--- config.mk ---
export PLATFORM = sky130hd
export DESIGN_NAME = frot_seq
export DESIGN_NICKNAME = d
export VERILOG_FILES = /design/src/frot_pkg.sv /design/src/frot_seq.sv
export SDC_FILE = /design/constraint.sdc
export NUM_CORES = 1
export LEC_CHECK = 0
export BUFFER_PORTS_ARGS = -buffer_cell sky130_fd_sc_hd__buf_2
export CORE_MARGIN = 10
export CORE_UTILIZATION = 59
export DETAILED_ROUTE_END_ITERATION = 12
export GPL_TIMING_DRIVEN = 0
export PLACE_DENSITY_LB_ADDON = 0.15
export SLEW_MARGIN = 20
export SYNTH_ARGS = -nofsm -noshare
export SYNTH_HDL_FRONTEND = slang
export SYNTH_SLANG_ARGS = --single-unit
--- constraint.sdc ---
create_clock -name clock -period 4.35 [get_ports clock]
set_input_delay 0.87 -clock clock [delete_from_list [all_inputs] [get_ports clock]]
set_output_delay 0.87 -clock clock [all_outputs]
set_load 0.03 [all_outputs]
--- src/frot_pkg.sv ---
package frot_pkg;

   localparam int MAX_ROWS = 256;
   localparam int MAX_COLS = 256;

   // Row and column indexes share one width; a bank is MAX_ROWS x 2**IDX_W entries.
   localparam int IDX_W = $clog2((MAX_ROWS > MAX_COLS) ? MAX_ROWS : MAX_COLS);
   localparam int ADDR_W = 1 + 2 * IDX_W;
   localparam int MEM_DEPTH = 2 ** ADDR_W;

   localparam int CH_W = 8;
   localparam int PIX_W = 3 * CH_W;
   localparam int SIZE_W = 9;
   localparam int TURN_W = 2;
   localparam int CSR_IDX_W = 2;
   localparam int CSR_DATA_W = SIZE_W;

   localparam logic [CSR_IDX_W-1:0] CSR_FRAME_ROWS = CSR_IDX_W'(0);
   localparam logic [CSR_IDX_W-1:0] CSR_FRAME_COLS = CSR_IDX_W'(1);
   localparam logic [CSR_IDX_W-1:0] CSR_QUARTER_TURNS = CSR_IDX_W'(2);

   localparam logic [SIZE_W-1:0] RESET_ROWS = SIZE_W'(256);
   localparam logic [SIZE_W-1:0] RESET_COLS = SIZE_W'(256);

   typedef enum logic [TURN_W-1:0] {
      TURN_0,
      TURN_90,
      TURN_180,
      TURN_270
   } turn_type;

   // Memory access for one accepted word, plus the flags that travel with its read.
   typedef struct packed {
      logic [ADDR_W-1:0] rd_addr;
      logic [ADDR_W-1:0] wr_addr;
      logic              filled;
      logic              end_of_row;
      logic              end_of_frame;
   } frot_access_type;

   // Last valid index for a programmed size: zero acts as one, oversize saturates.
   function automatic logic [IDX_W-1:0] last_index(input logic [SIZE_W-1:0] size,
                                                   input int bound);
      if (size == '0) begin
         return '0;
      end else if (size > SIZE_W'(bound)) begin
         return IDX_W'(bound - 1);
      end else begin
         return IDX_W'(size - 1'b1);
      end
   endfunction

endpackage

--- src/frot_seq.sv ---
module frot_seq (
   input  logic                            clock,
   input  logic                            reset,
   input  logic                            csr_we,
   input  logic [frot_pkg::CSR_IDX_W-1:0]  csr_index,
   input  logic [frot_pkg::CSR_DATA_W-1:0] csr_wdata,
   input  logic                            accept,
   output frot_pkg::frot_access_type       access
);
   import frot_pkg::*;

   logic [IDX_W-1:0] row_last_ff, row_last_in;
   logic [IDX_W-1:0] col_last_ff, col_last_in;
   turn_type         turns_ff, turns_in;
   logic [IDX_W-1:0] write_row_ff, write_row_in;
   logic [IDX_W-1:0] write_col_ff, write_col_in;
   logic [IDX_W-1:0] read_row_ff, read_row_in;
   logic [IDX_W-1:0] read_col_ff, read_col_in;
   logic             write_bank_ff, write_bank_in;
   logic             filled_ff, filled_in;

   logic             restart;
   logic [IDX_W-1:0] orow_last;
   logic [IDX_W-1:0] ocol_last;
   logic [IDX_W-1:0] src_row;
   logic [IDX_W-1:0] src_col;
   logic             read_eor;
   logic             read_eof;
   logic             write_eor;
   logic             write_eof;

   always_comb begin
      row_last_in = row_last_ff;
      col_last_in = col_last_ff;
      turns_in = turns_ff;
      restart = 1'b0;
      if (csr_we) begin
         unique case (csr_index)
            CSR_FRAME_ROWS: begin
               row_last_in = last_index(csr_wdata, MAX_ROWS);
               restart = 1'b1;
            end
            CSR_FRAME_COLS: begin
               col_last_in = last_index(csr_wdata, MAX_COLS);
               restart = 1'b1;
            end
            CSR_QUARTER_TURNS: begin
               turns_in = turn_type'(csr_wdata[TURN_W-1:0]);
               restart = 1'b1;
            end
            default: begin
            end
         endcase
      end
   end

   // Odd turn counts swap the output row and column counts.
   assign orow_last = turns_ff[0] ? col_last_ff : row_last_ff;
   assign ocol_last = turns_ff[0] ? row_last_ff : col_last_ff;

   always_comb begin
      unique case (turns_ff)
         TURN_0: begin
            src_row = read_row_ff;
            src_col = read_col_ff;
         end
         TURN_90: begin
            src_row = row_last_ff - read_col_ff;
            src_col = read_row_ff;
         end
         TURN_180: begin
            src_row = row_last_ff - read_row_ff;
            src_col = col_last_ff - read_col_ff;
         end
         TURN_270: begin
            src_row = read_col_ff;
            src_col = col_last_ff - read_row_ff;
         end
         default: begin
            src_row = read_row_ff;
            src_col = read_col_ff;
         end
      endcase
   end

   assign read_eor = (read_col_ff == ocol_last);
   assign read_eof = read_eor && (read_row_ff == orow_last);
   assign write_eor = (write_col_ff == col_last_ff);
   assign write_eof = write_eor && (write_row_ff == row_last_ff);

   always_comb begin
      write_row_in = write_row_ff;
      write_col_in = write_col_ff;
      read_row_in = read_row_ff;
      read_col_in = read_col_ff;
      write_bank_in = write_bank_ff;
      filled_in = filled_ff;
      if (restart) begin
         write_row_in = '0;
         write_col_in = '0;
         read_row_in = '0;
         read_col_in = '0;
         filled_in = 1'b0;
      end else if (accept) begin
         read_col_in = read_eor ? '0 : read_col_ff + 1'b1;
         if (read_eor) begin
            read_row_in = read_eof ? '0 : read_row_ff + 1'b1;
         end
         write_col_in = write_eor ? '0 : write_col_ff + 1'b1;
         if (write_eor) begin
            write_row_in = write_eof ? '0 : write_row_ff + 1'b1;
         end
         if (write_eof) begin
            write_bank_in = ~write_bank_ff;
            filled_in = 1'b1;
         end
      end
   end

   always_ff @(posedge clock) begin
      if (reset) begin
         row_last_ff <= last_index(RESET_ROWS, MAX_ROWS);
         col_last_ff <= last_index(RESET_COLS, MAX_COLS);
         turns_ff <= TURN_0;
         write_row_ff <= '0;
         write_col_ff <= '0;
         read_row_ff <= '0;
         read_col_ff <= '0;
         write_bank_ff <= 1'b0;
         filled_ff <= 1'b0;
      end else begin
         row_last_ff <= row_last_in;
         col_last_ff <= col_last_in;
         turns_ff <= turns_in;
         write_row_ff <= write_row_in;
         write_col_ff <= write_col_in;
         read_row_ff <= read_row_in;
         read_col_ff <= read_col_in;
         write_bank_ff <= write_bank_in;
         filled_ff <= filled_in;
      end
   end

   assign access.rd_addr = {~write_bank_ff, src_row, src_col};
   assign access.wr_addr = {write_bank_ff, write_row_ff, write_col_ff};
   assign access.filled = filled_ff;
   assign access.end_of_row = read_eor;
   assign access.end_of_frame = read_eof;

endmodule

==> impl_metrics.ini <==
[routing]
avgViaCountPerCell = 5.86
dr.pass1.iters = 5
drt_iter0_drc = 257
routedWlPerCell_um = 17.5
dr_total_vias = 3836
drc = 0
ant_nets = 0
routed_wl_um = 11500

[worst_setup_path]
arrival_ns = 3.30
path_delay_family = simple AND/OR/NAND/NOR gates
rr_startpoint = turns_ff[0]$_SDFFE_PP0P_
r2r_slack_ns = 2.16
cp_max_fo = 10
cp_slowest_stage_delay_ns = 0.50
worstPathCellList = buf_8 > buf_8 > inv_1 > ha_4 > nand2_1 > o21ai_1 > ha_1 > fa_1 > nor2b_1 > o21ai_1 > a21boi_0 > o21a_1 > or4b_1 > nand3_1 > clkbuf_4
path_buf_inv = 4
r2r_cells = 8
rr_endpoint = read_row_ff[0]$_SDFFE_PP0P_
path_class = flip-flop to primary output
startpoint_type = flip-flop
cp-end-kind = primary output
critPathRequiredTime_ns = 3.48
cp_slowest_cell = or4b_1

[synth]
ys_warn_count = 0
synth.avg_cell_area_um2 = 8.25
synth_largest_area_cell = dfxtp_1
synthesis.nets = 547
syn_area_um2 = 4150
yosysSeqAreaShare_pct = 25.1
ys.flop_type = dfxtp_1
ys_seq_elements = 52
syn_inst = 503
synthDistinctLibCells = 59
async_reset_ff_share_pct = 0
synth_area_leaders = dfxtp_1 (25%), mux2i_1 (8.4%), ha_1 (8.1%)
synth.top_cell.area_share_pct = 25.1
synth-edff-count = 0

[sta]
rsz0062_at_grt = true
finClkSkew_ns = 0.00459
fin_crit_ns = 4.17
slew_violations = 0
tightest_slew_ns = 0.789
setup_tns_ns = 0
fmax_ghz = 0.240
final_hold_viol_count = 0
setup_violations = 0
timing.final.ws_setup_ns = 0.178
fin_crit_sh_pct = 95.9
maxSlewHeadroom_pct = 47.0

[clock_tree]
clk_pin_slew_ns = 0.09
cts.htree.levels = 2
cts_tree = yes
cts_buffers = 5
clock_sinks = 52
cts.path.max_buffers = 2
clk_latency_ns = 0.32
cts-root-buf = clkbuf_8
cts_setup_buffers = 0

[pwr]
ir_drop_v = 0.000188
p_per_area_nw_per_um2 = 213
p_leak_nw = 1.89

[grt]
grt_pass1_vias = 3769
antenna_found_initial = 0
grt_max_degree = 16
grt_overflow = 0
grt_usage_pct = 20.8
grt_pass1_wl_um = 19000

[place]
io_buffers = 50
place_ws_ns = 0.120
hpwl_um = 8890
gp_congestion = 0.945
place_area_um2 = 4520

[outcome]
status = complete, no violations

[hold_path]
worstHoldPathType = flip-flop to flip-flop
min_to = filled_ff$_SDFFE_PP0P_
worst_hold_path.num_cells = 2
holdCritStartpoint = filled_ff$_SDFFE_PP0P_

[cells_and_area]
syn_to_final_growth_pct = 12.4
multiInputGateArea_um2 = 2860
drive_above_1_share_pct = 16.8
fillers = 623
fin_nets = 602
ff_latch_area_um2 = 1040
utilization_pct = 68.2
diodes = 0
fin_area_um2 = 4660

[die]
rows = 30
core_area_um2 = 6830
start_util_pct = 60.7
die-width_um = 104
num_io_pins = 52
die_area_um2 = 10800
die_h_um = 104

[flow_run]
cap_violations = 0
[layout make-up]
class / instances / area share (%)
multi-input cells: 391 / 61.4
clock buffers: 7 / 1.85
inverters: 30 / 2.42
flip-flops and latches: 52 / 22.4
plain buffers: 28 / 3.68
well taps: 96 / 2.58
clock inverters: 1 / 0.161
repair buffers: 50 / 5.48
[repair_timing]
item | in CTS | in global routing
pin swaps | 0 | 2
gates resized for setup | 6 | 12
hold buffers | 0 | 0
endpoints found under the setup margin | 6 | 7
[layer usage]
layer | GRT usage [%] | up-vias | wire (um)
li1 | - | 1880 | -
met5 | 0 | - | 0
met1 | 26.6 | 1796 | 5040
met4 | 7.06 | 0 | 209
met2 | 34.0 | 141 | 5410
met3 | 3.97 | 19 | 824
[worst min-delay path, stage by stage, from the launching register on]
cell and delay [ns]:
dfxtp_1 0.35, a31oi_1 0.05, nor2_1 0.07
[metrics by stage]
| stage | cells | total power, mW | hold slack [ns] |
|---|---|---|---|
| after global routing | 655 | 1.04 | 0.531 |
| after global placement | 649 | 0.700 | 0.467 |
| final | 655 | 0.995 | 0.505 |
| after detailed placement | 649 | 0.705 | 0.489 |
| after floorplan | 503 | 0.651 | 0.438 |
| after CTS | 656 | 0.994 | 0.515 |
[worst max path at each step]
| stage | start | slack [ns] | depth (start not counted) | end |
|---|---|---|---|---|
| after floorplan | turns_ff[0]$_SDFFE_PP0P_ | 0.49 | 13 | access[34] |
| after global placement | turns_ff[1]$_SDFFE_PP0P_ | 0.17 | 15 | access[26] |
| after detailed placement | turns_ff[0]$_SDFFE_PP0P_ | 0.12 | 14 | access[35] |
| after CTS | turns_ff[0]$_SDFFE_PP0P_ | 0.002 | 15 | access[26] |
| after global routing | turns_ff[0]$_SDFFE_PP0P_ | -0.07 | 15 | access[34] |
| final | turns_ff[0]$_SDFFE_PP0P_ | 0.18 | 15 | access[34] |
[sequential cells by signal (all words and copies together), names as in the netlist]
signal and cells:
read_row_ff 8, turns_ff 2, write_bank_ff 1, col_last_ff 8, row_last_ff 8, write_row_ff 8, read_col_ff 8, filled_ff 1
write_col_ff 8
[cell families after synthesis]
family	Yosys count	synth area share, %
simple gates	167	20.3
compound gates	92	15.7
xor+xnor	67	14.1
buf+inv	60	6.85
flops	52	25.1
mux	36	8.72
fa+ha+maj	29	9.11
[Yosys cell counts (4+ instances only)]
cell	n
nand2_1	43
nor2_1	40
nand2b_1	5
o22ai_1	4
nand4_1	20
mux2i_1	35
a21o_1	6
clkbuf_1	17
o211ai_1	14
a221oi_1	6
a21oi_1	17
xor2_1	31
o21ai_0	14
and3_1	7
inv_1	30
nand3_1	13
nor3_1	8
nor4_1	6
ha_1	27
buf_4	6
xnor2_1	36
dfxtp_1	52
a21boi_2	5
[where the power goes]
part           internal, mW  switching [mW]  total, mW  leakage, nW
registers             0.487          0.0236      0.510        0.423
logic                0.0772           0.113      0.190         1.43
clock network         0.130           0.165      0.294       0.0445
total                 0.693           0.301      0.995         1.89
[cell usage in the layout, fill, tap and decap left out, types with 4 or more instances in the layout]
cell type,n
dfxtp_1,50
buf_2,49
nand2_1,43
nor2_1,40
xnor2_1,36
mux2i_1,35
xor2_1,31
inv_1,30
ha_1,25
nand4_1,20
clkbuf_1,15
a21oi_1,15
o211ai_1,14
nand3_1,13
o21ai_0,11
nor3_1,8
and3_1,7
a221oi_1,6
a21o_1,6
o21ai_1,6
buf_4,6
nor4_1,6
clkbuf_8,6
nand2b_1,5
a21boi_2,5
o22ai_1,4
Note: power is estimated with default switching activity, not from simulation.
